**config.mk**
```make
export PLATFORM = sky130hd
export DESIGN_NAME = ascii_to_unsigned_parser_unit
export DESIGN_NICKNAME = d
export VERILOG_FILES = /design/src/rtl/atup_pkg.sv /design/src/rtl/ascii_to_unsigned_parser_unit.sv /design/src/rtl/atup_in_reg.sv /design/src/rtl/atup_conv_core.sv /design/src/rtl/atup_out_reg.sv
export SDC_FILE = /design/constraint.sdc
export NUM_CORES = 1
export LEC_CHECK = 0
export BUFFER_PORTS_ARGS = -buffer_cell sky130_fd_sc_hd__buf_2
export CAP_MARGIN = 10
export CORE_ASPECT_RATIO = 0.7
export CORE_MARGIN = 3
export CORE_UTILIZATION = 55
export DETAILED_ROUTE_END_ITERATION = 16
export MAX_ROUTING_LAYER = met4
export PLACE_DENSITY = 0.73
export REMOVE_ABC_BUFFERS = 1
export SYNTH_ARGS = -nofsm -noshare
export SYNTH_HDL_FRONTEND = slang
export SYNTH_HIERARCHICAL = 1
export SYNTH_SLANG_ARGS = --single-unit
```
**constraint.sdc**
```tcl
create_clock -name clk -period 11.57 [get_ports clk]
set_clock_uncertainty 0.05 [all_clocks]
set_input_delay 1.157 -clock clk [delete_from_list [all_inputs] [get_ports clk]]
set_output_delay 1.157 -clock clk [all_outputs]
set_load 0.02 [all_outputs]
```
**src/rtl/atup_pkg.sv**
```systemverilog
// ----------------------------------------------------------------------------
// atup_pkg: shared types and constants for the ASCII-to-unsigned parser
// Character codes, parse phase codes, result status codes, the digit
// decoder and the control group passed from the converter to the output stage.
// ----------------------------------------------------------------------------
package atup_pkg;

  // Result status codes
  typedef logic [1:0] status_t;
  localparam status_t STAT_OK       = 2'd0;
  localparam status_t STAT_INVALID  = 2'd1;
  localparam status_t STAT_OVERFLOW = 2'd2;

  // Parse phase codes
  typedef logic [1:0] phase_t;
  localparam phase_t PH_SKIP   = 2'd0;
  localparam phase_t PH_ZERO   = 2'd1;
  localparam phase_t PH_DIGITS = 2'd2;

  // Character codes
  localparam logic [7:0] CH_NUL    = 8'h00;
  localparam logic [7:0] CH_SPACE  = 8'h20;
  localparam logic [7:0] CH_HIGH   = 8'h80;
  localparam logic [7:0] CH_0      = 8'h30;
  localparam logic [7:0] CH_9      = 8'h39;
  localparam logic [7:0] CH_UA     = 8'h41;
  localparam logic [7:0] CH_UZ     = 8'h5A;
  localparam logic [7:0] CH_LA     = 8'h61;
  localparam logic [7:0] CH_LZ     = 8'h7A;
  localparam logic [7:0] CH_UX     = 8'h58;
  localparam logic [7:0] CASE_MASK = 8'hDF;

  // Radix constants
  typedef logic [5:0] base_t;
  localparam base_t BASE_AUTO = 6'd0;
  localparam base_t BASE_OCT  = 6'd8;
  localparam base_t BASE_DEC  = 6'd10;
  localparam base_t BASE_HEX  = 6'd16;

  // Digit value of a non-alphanumeric byte
  typedef logic [6:0] digit_t;
  localparam digit_t DIGIT_NONE = 7'd64;

  // Control group from the converter to the output register
  typedef struct packed {
    logic    emit;
    status_t status;
  } res_ctl_t;

  // Decode a byte into its digit value (0..35), or DIGIT_NONE
  function automatic digit_t digit_of(input logic [7:0] ch);
    logic [7:0] d;
    begin
      d = 8'(DIGIT_NONE);
      if (ch inside {[CH_0:CH_9]}) begin
        d = ch - CH_0;
      end else if (ch inside {[CH_UA:CH_UZ]}) begin
        d = ch - (CH_UA - 8'd10);
      end else if (ch inside {[CH_LA:CH_LZ]}) begin
        d = ch - (CH_LA - 8'd10);
      end
      return d[6:0];
    end
  endfunction

endpackage

```
**src/rtl/ascii_to_unsigned_parser_unit.sv**
```systemverilog
// ----------------------------------------------------------------------------
// ascii_to_unsigned_parser_unit: streaming text-to-unsigned converter
// Consumes one character byte per beat and emits one result per number.
// ----------------------------------------------------------------------------
// Usage:
//   in_*  : one character per beat (valid/ready). Leading blanks and bytes
//           0x80 and above are skipped, a 0x/0X prefix is honored for base 0
//           or 16, and the first non-digit ends the number and is dropped.
//   out_* : one result beat per number: value, status (ok, invalid,
//           overflow) and chars_used (saturating).
//   cfg_* : write of number_base (0 = detect from prefix); cfg_ready is
//           always high. Write only while the block is idle; the base is
//           sampled at the start of each number.
// Timing: the terminating byte passes the input register, and its result is
//   loaded into the result register when the result slot is free. One
//   character is converted per cycle unless the result register stalls,
//   limited by the single multiply-accumulate feeding the value register.
// Stall: the result register holds while out_ready is low; the input
//   register keeps accepting until it holds a byte that cannot advance.
// Reset: synchronous active-low rst_n clears both valid flags, the
//   conversion state and the base register (base 0).
// ----------------------------------------------------------------------------
module ascii_to_unsigned_parser_unit #(
  parameter int VALUE_WIDTH = 32,
  parameter int COUNT_WIDTH = 16
) (
  input  logic                   clk,
  input  logic                   rst_n,
  input  logic                   in_valid,
  output logic                   in_ready,
  input  logic [7:0]             in_char_in,
  output logic                   out_valid,
  input  logic                   out_ready,
  output logic [VALUE_WIDTH-1:0] out_value,
  output atup_pkg::status_t      out_status,
  output logic [COUNT_WIDTH-1:0] out_chars_used,
  input  logic                   cfg_valid,
  output logic                   cfg_ready,
  input  atup_pkg::base_t        cfg_number_base
);
  import atup_pkg::*;

  logic                   q_valid;
  logic [7:0]             q_char;
  logic                   fire;
  base_t                  base_cfg_r;
  res_ctl_t               res_ctl;
  logic [VALUE_WIDTH-1:0] res_value;
  logic [COUNT_WIDTH-1:0] res_count;

  // Hold the base register
  assign cfg_ready = 1'b1;

  always_ff @(posedge clk) begin
    if (!rst_n) begin
      base_cfg_r <= BASE_AUTO;
    end else if (cfg_valid && cfg_ready) begin
      base_cfg_r <= cfg_number_base;
    end
  end

  // Advance a character when the result slot is free or being emptied
  assign fire = q_valid && (!out_valid || out_ready);

  atup_in_reg u_in (
    .clk        (clk),
    .rst_n      (rst_n),
    .in_valid   (in_valid),
    .in_ready   (in_ready),
    .in_char_in (in_char_in),
    .advance    (fire),
    .q_valid    (q_valid),
    .q_char     (q_char)
  );

  atup_conv_core #(
    .VALUE_WIDTH (VALUE_WIDTH),
    .COUNT_WIDTH (COUNT_WIDTH)
  ) u_core (
    .clk       (clk),
    .rst_n     (rst_n),
    .fire      (fire),
    .ch        (q_char),
    .cfg_base  (base_cfg_r),
    .res_ctl   (res_ctl),
    .res_value (res_value),
    .res_count (res_count)
  );

  atup_out_reg #(
    .VALUE_WIDTH (VALUE_WIDTH),
    .COUNT_WIDTH (COUNT_WIDTH)
  ) u_out (
    .clk            (clk),
    .rst_n          (rst_n),
    .load           (fire && res_ctl.emit),
    .res_ctl        (res_ctl),
    .res_value      (res_value),
    .res_count      (res_count),
    .out_ready      (out_ready),
    .out_valid      (out_valid),
    .out_value      (out_value),
    .out_status     (out_status),
    .out_chars_used (out_chars_used)
  );

endmodule

```
**src/rtl/atup_in_reg.sv**
```systemverilog
// ----------------------------------------------------------------------------
// atup_in_reg: input register stage
// Captures one character beat and holds it until the converter takes it.
// ----------------------------------------------------------------------------
module atup_in_reg (
  input  logic       clk,
  input  logic       rst_n,
  input  logic       in_valid,
  output logic       in_ready,
  input  logic [7:0] in_char_in,
  input  logic       advance,
  output logic       q_valid,
  output logic [7:0] q_char
);

  logic       valid_r;
  logic       valid_nxt;
  logic [7:0] char_r;
  logic       take;

  // Accept a new beat when empty or when the held beat moves on
  assign in_ready = !valid_r || advance;
  assign take     = in_valid && in_ready;

  always_comb begin
    valid_nxt = valid_r;
    if (take) begin
      valid_nxt = 1'b1;
    end else if (advance) begin
      valid_nxt = 1'b0;
    end
  end

  always_ff @(posedge clk) begin
    if (!rst_n) begin
      valid_r <= 1'b0;
    end else begin
      valid_r <= valid_nxt;
    end
  end

  // Hold the character payload
  always_ff @(posedge clk) begin
    if (take) begin
      char_r <= in_char_in;
    end
  end

  assign q_valid = valid_r;
  assign q_char  = char_r;

endmodule

```
**src/rtl/atup_conv_core.sv**
```systemverilog
// ----------------------------------------------------------------------------
// atup_conv_core: conversion state and single-pass digit step
// Keeps the running conversion and, for each character, skips, detects the
// prefix, multiply-accumulates a digit or finishes with one result.
// ----------------------------------------------------------------------------
module atup_conv_core #(
  parameter int VALUE_WIDTH = 32,
  parameter int COUNT_WIDTH = 16
) (
  input  logic                   clk,
  input  logic                   rst_n,
  input  logic                   fire,
  input  logic [7:0]             ch,
  input  atup_pkg::base_t        cfg_base,
  output atup_pkg::res_ctl_t     res_ctl,
  output logic [VALUE_WIDTH-1:0] res_value,
  output logic [COUNT_WIDTH-1:0] res_count
);
  import atup_pkg::*;

  localparam int FULL_WIDTH = VALUE_WIDTH + 7;

  phase_t                 phase_r, phase_nxt;
  base_t                  base_r, base_nxt;
  logic [VALUE_WIDTH-1:0] acc_r, acc_nxt;
  logic                   seen_r, seen_nxt;
  logic                   ovf_r, ovf_nxt;
  logic [COUNT_WIDTH-1:0] cnt_r, cnt_nxt;

  base_t                  eb;
  logic [VALUE_WIDTH-1:0] ea;
  logic                   es;
  logic                   eo;
  logic [COUNT_WIDTH-1:0] ec;
  logic                   do_digit;
  logic                   finish;
  digit_t                 dig;
  logic [FULL_WIDTH-1:0]  full;
  logic                   auto_hex;

  // Saturating count increment
  function automatic logic [COUNT_WIDTH-1:0] sat_add(
    input logic [COUNT_WIDTH-1:0] c,
    input logic [1:0]             n
  );
    logic [COUNT_WIDTH:0] s;
    begin
      s = {1'b0, c} + {{(COUNT_WIDTH - 1){1'b0}}, n};
      return s[COUNT_WIDTH] ? {COUNT_WIDTH{1'b1}} : s[COUNT_WIDTH-1:0];
    end
  endfunction

  assign dig      = digit_of(ch);
  assign auto_hex = ((ch & CASE_MASK) == CH_UX) &&
                    ((cfg_base == BASE_AUTO) || (cfg_base == BASE_HEX));
  // Multiply-accumulate with headroom for overflow detection
  assign full = ({7'b0, ea} * {{(VALUE_WIDTH + 1){1'b0}}, eb}) +
                {{VALUE_WIDTH{1'b0}}, dig};

  always_comb begin
    phase_nxt = phase_r;
    base_nxt  = base_r;
    acc_nxt   = acc_r;
    seen_nxt  = seen_r;
    ovf_nxt   = ovf_r;
    cnt_nxt   = cnt_r;
    eb        = base_r;
    ea        = acc_r;
    es        = seen_r;
    eo        = ovf_r;
    ec        = cnt_r;
    do_digit  = 1'b0;
    finish    = 1'b0;
    res_ctl   = '0;
    res_value = '0;
    res_count = '0;

    // Resolve what this character means in the current phase
    case (phase_r)
      PH_SKIP: begin
        if (ch == CH_NUL) begin
          finish = 1'b1;
        end else if ((ch <= CH_SPACE) || (ch >= CH_HIGH)) begin
          cnt_nxt = sat_add(cnt_r, 2'd1);
        end else if (ch == CH_0) begin
          phase_nxt = PH_ZERO;
        end else begin
          eb       = (cfg_base == BASE_AUTO) ? BASE_DEC : cfg_base;
          ea       = '0;
          es       = 1'b0;
          eo       = 1'b0;
          do_digit = 1'b1;
        end
      end
      PH_ZERO: begin
        if (auto_hex) begin
          phase_nxt = PH_DIGITS;
          base_nxt  = BASE_HEX;
          cnt_nxt   = sat_add(cnt_r, 2'd2);
        end else begin
          // The leading zero counts as a digit of the resolved base
          eb       = (cfg_base == BASE_AUTO) ? BASE_OCT : cfg_base;
          ea       = '0;
          es       = 1'b1;
          eo       = 1'b0;
          ec       = sat_add(cnt_r, 2'd1);
          do_digit = 1'b1;
        end
      end
      default: begin
        do_digit = 1'b1;
      end
    endcase

    // Take a digit below the base, or end the conversion
    if (do_digit) begin
      phase_nxt = PH_DIGITS;
      base_nxt  = eb;
      if (dig < {1'b0, eb}) begin
        acc_nxt  = full[VALUE_WIDTH-1:0];
        ovf_nxt  = eo || (|full[FULL_WIDTH-1:VALUE_WIDTH]);
        seen_nxt = 1'b1;
        cnt_nxt  = sat_add(ec, 2'd1);
      end else begin
        finish = 1'b1;
      end
    end

    // Emit the result and clear for the next conversion
    if (finish) begin
      res_ctl.emit = 1'b1;
      res_count    = ec;
      if (!es) begin
        res_ctl.status = STAT_INVALID;
        res_value      = '0;
      end else if (eo) begin
        res_ctl.status = STAT_OVERFLOW;
        res_value      = {VALUE_WIDTH{1'b1}};
      end else begin
        res_ctl.status = STAT_OK;
        res_value      = ea;
      end
      phase_nxt = PH_SKIP;
      base_nxt  = BASE_AUTO;
      acc_nxt   = '0;
      seen_nxt  = 1'b0;
      ovf_nxt   = 1'b0;
      cnt_nxt   = '0;
    end
  end

  // Advance conversion state once per character
  always_ff @(posedge clk) begin
    if (!rst_n) begin
      phase_r <= PH_SKIP;
      base_r  <= BASE_AUTO;
      acc_r   <= '0;
      seen_r  <= 1'b0;
      ovf_r   <= 1'b0;
      cnt_r   <= '0;
    end else if (fire) begin
      phase_r <= phase_nxt;
      base_r  <= base_nxt;
      acc_r   <= acc_nxt;
      seen_r  <= seen_nxt;
      ovf_r   <= ovf_nxt;
      cnt_r   <= cnt_nxt;
    end
  end

endmodule

```
**src/rtl/atup_out_reg.sv**
```systemverilog
// ----------------------------------------------------------------------------
// atup_out_reg: result register
// Holds one result beat until the receiver takes it.
// ----------------------------------------------------------------------------
module atup_out_reg #(
  parameter int VALUE_WIDTH = 32,
  parameter int COUNT_WIDTH = 16
) (
  input  logic                   clk,
  input  logic                   rst_n,
  input  logic                   load,
  input  atup_pkg::res_ctl_t     res_ctl,
  input  logic [VALUE_WIDTH-1:0] res_value,
  input  logic [COUNT_WIDTH-1:0] res_count,
  input  logic                   out_ready,
  output logic                   out_valid,
  output logic [VALUE_WIDTH-1:0] out_value,
  output atup_pkg::status_t      out_status,
  output logic [COUNT_WIDTH-1:0] out_chars_used
);
  import atup_pkg::*;

  logic                   valid_r, valid_nxt;
  logic [VALUE_WIDTH-1:0] value_r;
  status_t                status_r;
  logic [COUNT_WIDTH-1:0] count_r;

  // Set on a new result, drop when the receiver takes it
  always_comb begin
    valid_nxt = valid_r;
    if (load) begin
      valid_nxt = 1'b1;
    end else if (out_ready) begin
      valid_nxt = 1'b0;
    end
  end

  always_ff @(posedge clk) begin
    if (!rst_n) begin
      valid_r <= 1'b0;
    end else begin
      valid_r <= valid_nxt;
    end
  end

  // Hold the result payload
  always_ff @(posedge clk) begin
    if (load) begin
      value_r  <= res_value;
      status_r <= res_ctl.status;
      count_r  <= res_count;
    end
  end

  assign out_valid      = valid_r;
  assign out_value      = value_r;
  assign out_status     = status_r;
  assign out_chars_used = count_r;

endmodule

```
Word-level counts from Yosys, hierarchy flattened. Index checks and enable logic that the tools add are counted.

Flip-flop bits (word level): 124. Input bits: 19. Output and inout bits: 53. Word-level logic and storage cells: 142.

Add/sub/neg operators: 7. Multipliers: 1. Magnitude comparators: 9. Equal/unequal tests: 8. Mux-type cells: 74. Reductions and logical operators: 29.

Operators with widths (number): $mux 32 (8); $mux 16 (11); $pmux 32 s2 (1); $mux 6 (10); $add 38x7->39 (1); $mul 32x6->38 (1); $add 16x1->17 const B (2); $pmux 16 s2 (1); $mux 1 (26); $mux 7 (3); $add 16x2->17 const B (1); $ge 8x7->1 const B (2); $le 8x6->1 const B (2); $le 8x7->1 const B (2); $mux 2 (8); $sub 7x6->7 const B (2); $pmux 6 s2 (1); $eq 8x6->1 const B (1); $ge 8x6->1 const B (1); $ge 8x8->1 const B (1); $logic_not 8->1 (1); $ne 4x1->1 const B (2); $ne 4x2->1 const B (2); $reduce_bool 2->1 (4); 19 further kinds (34).

Depth between registers and ports, before layout. Gate-level depths: netlist (run 1).

Word-level depth: 13. Gate-level depth with buffers: 28. Gate-level depth less buffers: 26.

By module. The synthesis (run 1) kept the hierarchy.

By module, submodules not included: atup_conv_core (times used 1, cells each 1509, area an instance 11991.5 um^2, seq. area each 1161.1 um^2); atup_out_reg (times used 1, cells each 53, area an instance 1542.7 um^2, seq. area each 1521.5 um^2); atup_in_reg (times used 1, cells each 13, area an instance 297.8 um^2, seq. area each 260.2 um^2); ascii_to_unsigned_parser_unit (times used 1, cells each 24, area an instance 259.0 um^2, seq. area each 120.1 um^2).

Least setup slack after synthesis (run 1). OpenSTA, ideal clock, no wires.

Kind: flip-flop to flip-flop. From: register u_in.char_r[4] (netlist: u_in/q_char[4]). To: register u_core.ovf_r. Arrival time: 6.992 ns. Required time: 11.398 ns. Path slack: 4.406 ns. Cell stages (with the launch flop): 28. Path buffers: 1. Clock period less this slack: 7.164 ns. Path through: edfxtp_1 inv_1 ha_1 or3_4 a21oi_1 nor2_1 nor2_1 nand2_1 a22oi_1 nor2_1 clkbuf_1 and2_1 fa_1 fa_1 fa_1 inv_1 fa_1 inv_1 ha_1 or3_1 a21oi_1 a211oi_1 nand2b_1 a31o_2 o31ai_1 o22ai_1 mux2_2 o311a_1.

Longest elaborated chain between the ends: 12. Elaborated cells on any way between the ends: 57. Those cells by class: add/sub: 4; mul: 1; order compare: 9; eq/ne: 2; mux: 30; reduce/logical: 11.

Ends and longest elaborated chain: start, declared (line atup_in_reg.sv:18) `logic [7:0] char_r;`; start signal, assigned (line atup_in_reg.sv:45) `char_r <= in_char_in;`; $le 8x6->1, or another cell as far along (line atup_conv_core.sv:83) `end else if ((ch <= CH_SPACE) || (ch >= CH_HIGH)) begin`; $logic_or 1x1->1, or another cell as far along (line atup_conv_core.sv:83); $mux 32 / $mux 6 (equally long branches) (line atup_conv_core.sv:83); $mux 32 / $mux 6 (equally long branches) (line atup_conv_core.sv:81) `if (ch == CH_NUL) begin`; $pmux 32 s2 / $pmux 6 s2 (equally long branches) (line atup_conv_core.sv:79) `case (phase_r)`; $mul 32x6->38 (line atup_conv_core.sv:57) `assign full = ({7'b0, ea} * {{(VALUE_WIDTH + 1){1'b0}}, eb}) +`; $add 38x7->39 (line atup_conv_core.sv:57); $reduce_or 7->1 (line atup_conv_core.sv:121) `ovf_nxt = eo || (|full[FULL_WIDTH-1:VALUE_WIDTH]);`; $logic_or 1x1->1 (line atup_conv_core.sv:121); $mux 1 (line atup_conv_core.sv:119) `if (dig < {1'b0, eb}) begin`; $mux 1 (line atup_conv_core.sv:116) `if (do_digit) begin`; $mux 1 (line atup_conv_core.sv:130) `if (finish) begin`; end signal, assigned (line atup_conv_core.sv:166) `ovf_r <= ovf_nxt;`; end, declared (line atup_conv_core.sv:27) `logic ovf_r, ovf_nxt;`.

Parallel ways exist; a longest one is shown, timed or not. The select of a mux whose other input is x is not followed. A chain may end at the register's enable or synchronous reset.

Final worst setup path (run 1).
From: register u_in.char_r[1] (netlist: u_in/q_char[1]). To: register u_core.ovf_r.

The elaborated chain is that of the path after synthesis.

==> results of run 1 <==
flip-flops by register name, indices dropped and copies added (netlist names):
| name | flops |
|---|---|
| u_out/out_status | 2 |
| u_core/cnt_r | 16 |
| u_out/out_chars_used | 16 |
| u_core/ovf_r | 1 |
| u_core/base_r | 6 |
| u_out/out_value | 32 |
| base_cfg_r | 6 |
| u_in/q_char | 8 |
| u_core/phase_r | 2 |
| u_core/acc_r | 32 |
| u_core/seen_r | 1 |
| u_in/q_valid | 1 |
| u_out/out_valid | 1 |
per-layer routing:
layer  wire length (µm)  part of all wire
met1              18800              0.46
met2              16500              0.41
met3               4560              0.11
met4                624             0.015
met5                  0                 0
synthesized netlist by cell type (26+ instances only):
master and instances:
sky130_fd_sc_hd__clkbuf_1 78, sky130_fd_sc_hd__xnor2_1 29, sky130_fd_sc_hd__nand2_1 99, sky130_fd_sc_hd__nor2b_1 48, sky130_fd_sc_hd__and2_1 100, sky130_fd_sc_hd__a21o_1 26, sky130_fd_sc_hd__and3_1 105, sky130_fd_sc_hd__inv_1 86
sky130_fd_sc_hd__nor2_1 144, sky130_fd_sc_hd__fa_1 125, sky130_fd_sc_hd__dfxtp_1 66, sky130_fd_sc_hd__o21ai_0 52, sky130_fd_sc_hd__a21oi_1 87, sky130_fd_sc_hd__nand3_1 38, sky130_fd_sc_hd__ha_1 100, sky130_fd_sc_hd__edfxtp_1 58
sky130_fd_sc_hd__a22oi_1 33
per-stage QoR:
| step | std cells | instance area, µm² | total power, µW | setup WS (ns) | util |
|---|---|---|---|---|---|
| global placement | 1906 | 14600 | 718 | 3.55 | 0.584 |
| CTS | 1938 | 15200 | 1300 | 3.24 | 0.609 |
| global route | 1938 | 15200 | 1350 | 2.63 | 0.609 |
| finish | 1938 | 15200 | 1300 | 3.02 | 0.609 |
| detailed placement | 1906 | 14600 | 720 | 3.27 | 0.584 |
| floorplan | 1492 | 13600 | 641 | 2.53 | - |
path summary, 6_finish.rpt:
check                                   endpoint  depth (start not counted)  slack, ns        startpoint
worst max-delay path                u_core/ovf_r                         25       3.02    u_in/q_char[1]
worst min register to register  u_core/base_r[5]                          2       0.42  u_core/base_r[5]
worst max register to register      u_core/ovf_r                         25       3.02    u_in/q_char[1]
worst min-delay path            u_core/base_r[5]                          2       0.42  u_core/base_r[5]
placed cells by master, fill, tap and decap left out, drive strengths merged, types with 33 or more instances in the layout:
cell type | synthesis | routed
and2 | 101 | 101
and3 | 105 | 105
dfxtp | 66 | 66
o21ai | 56 | 56
nand2 | 99 | 99
fa | 125 | 125
a22oi | 33 | 33
nor2 | 145 | 145
buf | 29 | 89
nor2b | 49 | 49
a21oi | 87 | 87
ha | 100 | 100
nand3 | 38 | 38
inv | 86 | 88
edfxtp | 58 | 58
critical path: cells and delay by family (launching register included):
| family | cells | cell delay, ns |
|---|---|---|
| simple gates | 6 | 2.26 |
| mux | 1 | 0.30 |
| fa+ha+maj | 6 | 2.23 |
| buf+inv | 6 | 0.95 |
| compound gates | 6 | 2.10 |
| flops | 1 | 0.48 |
kinds of logic (layout without fill, tap and decap cells):
group                    Yosys count  count (layout)  synth area share
multiplexers                      16              16            0.0116
other                              1               1          0.000266
AND/OR/NAND/NOR                  649             649             0.254
adder cells (fa/ha/maj)          225             225             0.266
XOR/XNOR                          43              43            0.0267
AO/OA/AOI/OAI                    348             348             0.167
flip-flops                       124             124             0.217
buffers and inverters            193             207            0.0561
final cells by class:
cell class	instances	area share
tap	325	0.0268
inverter	86	0.0213
multi-input combinational	1282	0.677
clock inverter	15	0.0129
clock buffer	17	0.0280
timing repair buffer	89	0.0325
sequential	124	0.202
power by group through the flow:
stage / clock (µW) / combinational [µW] / sequential, µW
2_1_floorplan: 0 / 118 / 523
3_3_place_gp: 0 / 207 / 511
3_5_place_dp: 0 / 209 / 511
4_1_cts: 590 / 210 / 502
5_1_grt: 611 / 233 / 506
6_report: 581 / 214 / 502
==> results.sh, run 1 <==
export IMPL_run_status="completed"
export IMPL_netlist_top_cells_area="sky130_fd_sc_hd__fa_1 (18%), sky130_fd_sc_hd__edfxtp_1 (12%), sky130_fd_sc_hd__dfxtp_1 (9.4%)"
export IMPL_final_nets=1844
export IMPL_grt_max_degree=70
export IMPL_internal_power_uw=905
export IMPL_globalRouteMet2Util=0.424
export IMPL_use_met3=0.0791
export IMPL_routedWlPerCell_um=20.9
export IMPL_synth_seq_cells=124
export IMPL_yosysSeqAreaShare=0.217
export IMPL_path_clk_slew_ns=0.06
export IMPL_power_switching_share=0.302
export IMPL_timing_max_slew_rel_slack=0.212
export IMPL_global_route_peak_usage_layer="met1"
export IMPL_yosys_area_top_type_share=0.178
export IMPL_buffer_ports_inserted=70
export IMPL_ios=72
export IMPL_route_antenna_remaining_nets=0
export IMPL_hold_path_class="reg2reg"
export IMPL_post_synth_instance_area_um2=14100
export IMPL_total_number_of_placement_rows=48
export IMPL_yosysWarnings=6
export IMPL_startpoint_type="flip-flop"
export IMPL_worst_endpoint_required_ns=11.84
export IMPL_asyncSetResetFlopFracSynth=0
export IMPL_rsz_0062_raised_after_global_routing="no"
export IMPL_critPathKind="reg2reg"
export IMPL_drv_max_cap_violation_count=0
export IMPL_cts_setup_buffers=0
export IMPL_filler_cell_count_in_the_final_layout=2180
export IMPL_cp_slowest_cell="sky130_fd_sc_hd__buf_4"
export IMPL_slew_violations=0
export IMPL_grtUsageMet1=0.469
export IMPL_design_die_area_um2=27600
export IMPL_clock_sinks=124
export IMPL_post_route_cells_drive_above_1_share=0.100
export IMPL_timing_critical_path_to_type="flip-flop"
export IMPL_multi_input_area_um2=10300
export IMPL_finalWirelength_um=40600
export IMPL_core_area_um2=24900
export IMPL_total_switching_power_uw=392
export IMPL_vdd_ir_drop_worst_uv=105
export IMPL_p_leak_uw=0.00720
export IMPL_timing_critical_path_mode_cell="sky130_fd_sc_hd__inv_1"
export IMPL_final_setup_violation_count=0
export IMPL_grt_use_total=0.312
export IMPL_grt_antenna_before_repair=0
export IMPL_yosys_most_used_dff="sky130_fd_sc_hd__dfxtp_1"
export IMPL_power_density_cell_area_nw_per_um2=85.5
export IMPL_largest_fanout_on_the_critical_path=69
export IMPL_synth_edff_count=58
export IMPL_synth_lib_cells_used_distinct=88
export IMPL_clock_buffers_created_by_tritoncts=17
export IMPL_insertedDiodeCount=0
export IMPL_max_freq_mhz=117
export IMPL_sum_of_overflow_across_all_layers_after_global_routing=0
export IMPL_die_width_um=197
export IMPL_power_frac_comb=0.165
export IMPL_layout_min_cycle_time_ns=8.55
export IMPL_cell_type_with_the_highest_aggregate_area_in_the_netlist="sky130_fd_sc_hd__fa_1"
export IMPL_first_pass_grt_wire_length_um=66600
export IMPL_initial_util=0.565
export IMPL_area_delta_synth_final_pct=7.71
export IMPL_fin_crit_sh=0.739
export IMPL_setup_tns_final_ns=0
export IMPL_route_vias_total=12382
export IMPL_detailedRoute_firstIterationViolations=1465
export IMPL_hold_slack_ns=0.416
export IMPL_via_count_of_the_first_global_routing_pass=12095
export IMPL_clock_tree_htree_level_count=4
export IMPL_max_slew_worst_pin_slew_ns=1.17
export IMPL_cts_root_buffer_cell="sky130_fd_sc_hd__clkbuf_16"
export IMPL_area_sequential_um2=3060
export IMPL_synth_cells=1599
export IMPL_cts_hold_buffers_added=0
export IMPL_post_dp_hpwl_um=29400
export IMPL_vias_per_instance=6.39
export IMPL_firstDrtPassIters=6
export IMPL_share_seq_of_total_power=0.387
export IMPL_tritoncts="yes"
export IMPL_gpl_final_weighted_congestion=0.998
export IMPL_worst_ep_arrival_time_ns=8.82
export IMPL_postCtsResizedCells=0
export IMPL_worstSkewPairLatency_ns=0.44
export IMPL_timing_hold_violations_final=0
export IMPL_drc=0
export IMPL_synth_avg_cell_area_um2=8.81
export IMPL_largest_stage_delay_worst_path_ns=0.59
export IMPL_power_frac_clock=0.448
export IMPL_chipHeight_um=140
export IMPL_max_clock_path_buffers=2
Power figures use the tool's default switching activity.
==> inputs of run 2 (changes only) <==
- clock period: 11.57 -> 8 ns (I/O delays scaled with it)
==> run 2 against run 1 <==
Effect of this change: sequential share of layout area about the same; total power increased by 41%; die area unchanged; largest cell class unchanged; largest power group unchanged.
==> results.sh, run 2 (synthesized netlist as in run 1, its figures left out) <==
export IMPL_gpl_final_weighted_congestion=0.975
export IMPL_critPathKind="reg2reg"
export IMPL_internal_power_uw=1280
export IMPL_slew_violations=0
export IMPL_area_sequential_um2=3060
export IMPL_ios=72
export IMPL_tritoncts="yes"
export IMPL_fin_total_pwr_uw=1820
export IMPL_run_status="completed"
export IMPL_cts_root_buffer_cell="sky130_fd_sc_hd__clkbuf_16"
export IMPL_layout_cells_most_common_list="sky130_fd_sc_hd__nor2_1 (143), sky130_fd_sc_hd__fa_1 (125), sky130_fd_sc_hd__and3_1 (104)"
export IMPL_firstDrtPassIters=6
export IMPL_multi_input_area_um2=10300
export IMPL_post_dp_hpwl_um=28400
export IMPL_insertedDiodeCount=0
export IMPL_max_freq_mhz=132
export IMPL_first_pass_grt_wire_length_um=64400
export IMPL_p_leak_uw=0.00722
export IMPL_clock_buffers_created_by_tritoncts=17
export IMPL_total_number_of_placement_rows=48
export IMPL_drv_max_cap_violation_count=0
export IMPL_highest_layer="met4"
export IMPL_grt_antenna_before_repair=0
export IMPL_timing_hold_violations_final=0
export IMPL_routedWlPerCell_um=20.2
export IMPL_m1WireLength_um=18900
export IMPL_mostFrequentLayoutCell="sky130_fd_sc_hd__nor2_1"
export IMPL_sum_of_overflow_across_all_layers_after_global_routing=0
export IMPL_fin_crit_sh=0.948
export IMPL_area_delta_synth_final_pct=7.90
export IMPL_route_antenna_remaining_nets=0
export IMPL_post_route_cell_area_um2=15200
export IMPL_drc=0
export IMPL_route_met2_wl_um=16100
export IMPL_final_nets=1851
export IMPL_filler_cell_count_in_the_final_layout=2124
export IMPL_worst_endpoint_required_ns=8.27
export IMPL_core_area_um2=24900
export IMPL_hold_path_depth=2
export IMPL_initial_util=0.565
export IMPL_timing_max_slew_rel_slack=0.301
export IMPL_hold_path_class="reg2reg"
export IMPL_detailedRoute_firstIterationViolations=1221
export IMPL_power_frac_clock=0.429
export IMPL_power_switching_share=0.300
export IMPL_max_clock_path_buffers=2
export IMPL_startpoint_type="flip-flop"
export IMPL_detailed_route_wirelength_on_metal3_um=3890
export IMPL_die_width_um=197
export IMPL_via_count_of_the_first_global_routing_pass=11611
export IMPL_path_clk_slew_ns=0.06
export IMPL_timing_critical_path_to_type="flip-flop"
export IMPL_vdd_ir_drop_worst_uv=145
export IMPL_place_area_um2=14600
export IMPL_share_seq_of_total_power=0.398
export IMPL_grt_max_degree=66
export IMPL_setup_tns_final_ns=0
export IMPL_clock_sinks=124
export IMPL_buffer_ports_inserted=70
export IMPL_route_vias_total=12252
export IMPL_chipHeight_um=140
export IMPL_worst_ep_arrival_time_ns=7.86
export IMPL_grt_use_total=0.300
export IMPL_max_slew_worst_pin_slew_ns=1.04
export IMPL_power_density_cell_area_nw_per_um2=120
export IMPL_final_setup_violation_count=0
export IMPL_rsz_0062_raised_after_global_routing="no"
export IMPL_hold_slack_ns=0.419
export IMPL_largest_fanout_on_the_critical_path=30
export IMPL_power_frac_comb=0.173
export IMPL_layout_min_cycle_time_ns=7.59
export IMPL_finalWirelength_um=39400
export IMPL_clock_tree_htree_level_count=4
export IMPL_post_route_cells_drive_above_1_share=0.102
export IMPL_worstSkewPairLatency_ns=0.44
export IMPL_design_die_area_um2=27600
export IMPL_reg2reg_depth=21
export IMPL_total_switching_power_uw=546
export IMPL_vias_per_instance=6.30
run 2: cell types whose count changed in the layout (fill, tap and decap cells not counted):
cell,change
sky130_fd_sc_hd__bufinv_16,-4
sky130_fd_sc_hd__a2111oi_0,-1
sky130_fd_sc_hd__clkbuf_16,+3
sky130_fd_sc_hd__clkbuf_1,+5
sky130_fd_sc_hd__buf_4,+7
sky130_fd_sc_hd__clkinvlp_4,-1
sky130_fd_sc_hd__clkbuf_8,+4
sky130_fd_sc_hd__a2111oi_1,+1
sky130_fd_sc_hd__clkinv_2,-1
sky130_fd_sc_hd__inv_6,-2
sky130_fd_sc_hd__clkinv_4,-2
sky130_fd_sc_hd__clkinv_1,-2
run 2: power by group through the flow:
| stage | sequential, µW | combinational, µW | clock, µW |
|---|---|---|---|
| after floorplan | 756 | 171 | 0 |
| after global placement | 737 | 302 | 0 |
| after detailed placement | 738 | 307 | 0 |
| after CTS | 725 | 308 | 793 |
| after global routing | 729 | 340 | 825 |
| final | 726 | 316 | 782 |
run 2: worst max-delay path: stages (launching register included):
cell and delay [ns]:
sky130_fd_sc_hd__edfxtp_1 0.52, sky130_fd_sc_hd__inv_1 0.18, sky130_fd_sc_hd__ha_1 0.27, sky130_fd_sc_hd__or3_4 0.39, sky130_fd_sc_hd__a211oi_4 0.51, sky130_fd_sc_hd__a21o_1 0.33
sky130_fd_sc_hd__nor2_1 0.10, sky130_fd_sc_hd__buf_4 0.26, sky130_fd_sc_hd__and2_1 0.23, sky130_fd_sc_hd__fa_1 0.51, sky130_fd_sc_hd__fa_1 0.52, sky130_fd_sc_hd__fa_1 0.49
sky130_fd_sc_hd__ha_1 0.31, sky130_fd_sc_hd__ha_1 0.38, sky130_fd_sc_hd__a2111oi_1 0.59, sky130_fd_sc_hd__a211oi_1 0.20, sky130_fd_sc_hd__nand2b_1 0.25, sky130_fd_sc_hd__a31o_2 0.29
sky130_fd_sc_hd__o31ai_1 0.32, sky130_fd_sc_hd__o22ai_1 0.13, sky130_fd_sc_hd__mux2_2 0.28, sky130_fd_sc_hd__o311a_1 0.34
run 2: what timing repair did:
item | in CTS | in global routing
hold buffers | 0 | 0
setup buffers | 0 | 0
setup endpoints to repair | 0 | 1
gates resized for setup | 0 | 1
run 2: final cells by class:
class                      count  share of cell area
multi-input combinational   1282               0.676
sequential                   124               0.201
clock buffer                  29              0.0378
timing repair buffer          96              0.0359
tap                          325              0.0267
inverter                      86              0.0212
clock inverter                 3             0.00132
run 2: stage by stage:
step,util,instances,setup slack (ns)
floorplan,-,1492,-1.04
finish,0.610,1945,0.414
global route,0.610,1945,0.0398
global placement,0.586,1913,0.761
detailed placement,0.586,1913,0.424
CTS,0.610,1945,0.362
run 2: final timing paths:
kind	startpoint	endpoint	slack, ns
min	u_core/base_r[5]	u_core/base_r[5]	0.42
max reg2reg	u_in/q_char[4]	u_core/ovf_r	0.41
min reg2reg	u_core/base_r[5]	u_core/base_r[5]	0.42
max	u_in/q_char[4]	u_core/ovf_r	0.41
run 2: routing by layer:
metal	global-route usage	up-vias
met5	-	-
met4	0.0630	0
met3	0.0649	49
met2	0.401	578
met1	0.463	5951
li1	-	5674
==> inputs of run 3 (changes only) <==
- CORE_ASPECT_RATIO: 0.7 -> 1.2
==> run 3 against run 2 <==
Effect of this change: first-iteration DRC count shrank 24%; cell area grew 0.67%; maximum frequency increased by 1.1%; sequential power is 0.6% lower; flip-flop and latch count unchanged; total power rose by 3.5%; via count is 0.94% lower.
==> results.sh, run 3 (synthesized netlist as in run 1, its figures left out) <==
export IMPL_power_frac_comb=0.167
export IMPL_clock_tree_htree_level_count=4
export IMPL_core_area_um2=25000
export IMPL_clock_sinks=124
export IMPL_via_count_of_the_first_global_routing_pass=12197
export IMPL_layout_cells_most_common_list="sky130_fd_sc_hd__nor2_1 (143), sky130_fd_sc_hd__fa_1 (125), sky130_fd_sc_hd__and3_1 (104)"
export IMPL_design_die_area_um2=27600
export IMPL_buffer_ports_inserted=70
export IMPL_worstSkewPairLatency_ns=0.43
export IMPL_startpoint_type="flip-flop"
export IMPL_insertedDiodeCount=0
export IMPL_total_number_of_placement_rows=63
export IMPL_power_density_cell_area_nw_per_um2=123
export IMPL_filler_cell_count_in_the_final_layout=2186
export IMPL_place_area_um2=14600
export IMPL_max_clock_path_buffers=2
export IMPL_share_seq_of_total_power=0.383
export IMPL_first_pass_grt_wire_length_um=63700
export IMPL_mostFrequentLayoutCell="sky130_fd_sc_hd__nor2_1"
export IMPL_routedWlPerCell_um=19.8
export IMPL_grt_max_degree=58
export IMPL_largest_stage_delay_worst_path_ns=0.55
export IMPL_total_switching_power_uw=565
export IMPL_firstDrtPassIters=9
export IMPL_timing_critical_path_to_type="flip-flop"
export IMPL_hold_path_class="reg2reg"
export IMPL_chipHeight_um=181
export IMPL_cts_hold_buffers_added=0
export IMPL_cts_root_buffer_cell="sky130_fd_sc_hd__clkbuf_16"
export IMPL_gpl_final_weighted_congestion=1.02
export IMPL_vdd_ir_drop_worst_uv=116
export IMPL_largest_fanout_on_the_critical_path=11
export IMPL_die_width_um=152
export IMPL_worst_r2r_startpoint="u_in/q_char[5]"
export IMPL_timing_max_slew_rel_slack=0.149
export IMPL_hold_slack_ns=0.427
export IMPL_layout_min_cycle_time_ns=7.50
export IMPL_reg2reg_depth=28
export IMPL_hold_path_depth=2
export IMPL_sum_of_overflow_across_all_layers_after_global_routing=0
export IMPL_internal_power_uw=1320
export IMPL_drc=0
export IMPL_worst_endpoint_required_ns=8.26
export IMPL_route_vias_total=12137
export IMPL_post_route_cells_drive_above_1_share=0.110
export IMPL_rsz_0062_raised_after_global_routing="no"
export IMPL_post_route_cell_area_um2=15300
export IMPL_initial_util=0.564
export IMPL_p_leak_uw=0.00729
export IMPL_final_setup_violation_count=0
export IMPL_tritoncts="yes"
export IMPL_worst_ep_arrival_time_ns=7.77
export IMPL_grt_use_total=0.289
export IMPL_min_to="u_core/base_r[4]"
export IMPL_fin_crit_sh=0.938
export IMPL_timing_critical_path_mode_cell="sky130_fd_sc_hd__fa_1"
export IMPL_vias_per_instance=6.21
export IMPL_power_frac_clock=0.450
export IMPL_final_nets=1860
export IMPL_detailedRoute_firstIterationViolations=932
export IMPL_reg2reg_slack_ns=0.50
export IMPL_clock_buffers_created_by_tritoncts=17
export IMPL_finalWirelength_um=38700
export IMPL_power_switching_share=0.299
export IMPL_drv_max_cap_violation_count=0
export IMPL_hold_start="u_core/base_r[4]"
export IMPL_max_freq_mhz=133
export IMPL_post_dp_hpwl_um=28200
export IMPL_run_status="completed"
export IMPL_grt_antenna_before_repair=0
export IMPL_max_slew_worst_pin_slew_ns=1.27
export IMPL_path_clk_slew_ns=0.06
export IMPL_slew_violations=0
export IMPL_timing_hold_violations_final=0
export IMPL_route_antenna_remaining_nets=0
export IMPL_preCtsSetupSlack_ns=0.413
export IMPL_ios=72
export IMPL_cp_slowest_cell="sky130_fd_sc_hd__fa_1"
export IMPL_crit_reg2reg_capture="u_core/ovf_r"
export IMPL_area_delta_synth_final_pct=8.63
export IMPL_worst_slack_ns=0.496
export IMPL_critPathKind="reg2reg"
export IMPL_fin_total_pwr_uw=1890
==> run 3: cell types whose count changed in the layout (fill, tap and decap cells not counted), sizes merged <==
cell / before / now
clkinv: 1 / 4
bufinv: 0 / 4
inv: 86 / 91
buf: 96 / 105
clkbuf: 29 / 17
==> run 3: how the worst max path moves through the flow <==
| stage | from | to | slack [ns] | depth (start not counted) |
|---|---|---|---|---|
| 2_1_floorplan | u_in/q_char[0] | u_core/ovf_r | -1.04 | 24 |
| 3_3_place_gp | u_in/q_char[4] | u_core/ovf_r | 0.51 | 28 |
| 3_5_place_dp | u_in/q_char[4] | u_core/ovf_r | 0.41 | 28 |
| 4_1_cts | u_in/q_char[4] | u_core/ovf_r | 0.37 | 28 |
| 5_1_grt | u_in/q_char[5] | u_core/ovf_r | 0.04 | 28 |
| 6_report | u_in/q_char[5] | u_core/ovf_r | 0.50 | 28 |
==> run 3: cell type report <==
class	instances	area, µm²	area share
multi-input cells	1282	10300	0.671
clock buffers	17	425	0.0278
flip-flops and latches	124	3060	0.200
repair buffers	105	613	0.0401
inverters	86	323	0.0211
clock inverters	15	209	0.0137
well taps	325	407	0.0266
==> run 3: layer usage <==
layer  share of wire  up-vias  global-route usage  routed length [µm]
met2            0.49      426               0.478               19000
met1            0.42     5914               0.356               16200
met3           0.056       88              0.0431                2150
met4           0.035        0               0.117                1350
li1                -     5709                   -                   -
met5               0        -                   -                   0
==> run 3: through the flow <==
step / utilization / setup TNS, ns / instances
2_1_floorplan: - / -7.25 / 1492
4_1_cts: 0.611 / 0 / 1951
3_3_place_gp: 0.586 / 0 / 1919
5_1_grt: 0.613 / 0 / 1954
6_report: 0.613 / 0 / 1954
3_5_place_dp: 0.586 / 0 / 1919
==> run 3: critical path, delay by kind of cell, from the launching register on <==
kind	cells	cell delay [ns]
AO/OA/AOI/OAI	8	1.65
adder cells (fa/ha/maj)	6	2.73
buffers and inverters	5	0.65
flip-flops	1	0.49
multiplexers	1	0.29
AND/OR/NAND/NOR	8	1.56
==> run 3: repair_timing <==
item / 4_1_cts / 5_1_grt
setup endpoints to repair: 0 / 1
endpoints found under the hold margin: 0 / 0
resized for setup: 0 / 2
buffers inserted: 0 / 3
==> run 3: power groups by stage <==
stage	sequential [µW]	combinational (µW)	clock (µW)
floorplan	756	171	0
global placement	736	305	0
detailed placement	736	310	0
CTS	723	311	861
global route	726	343	881
finish	722	315	848
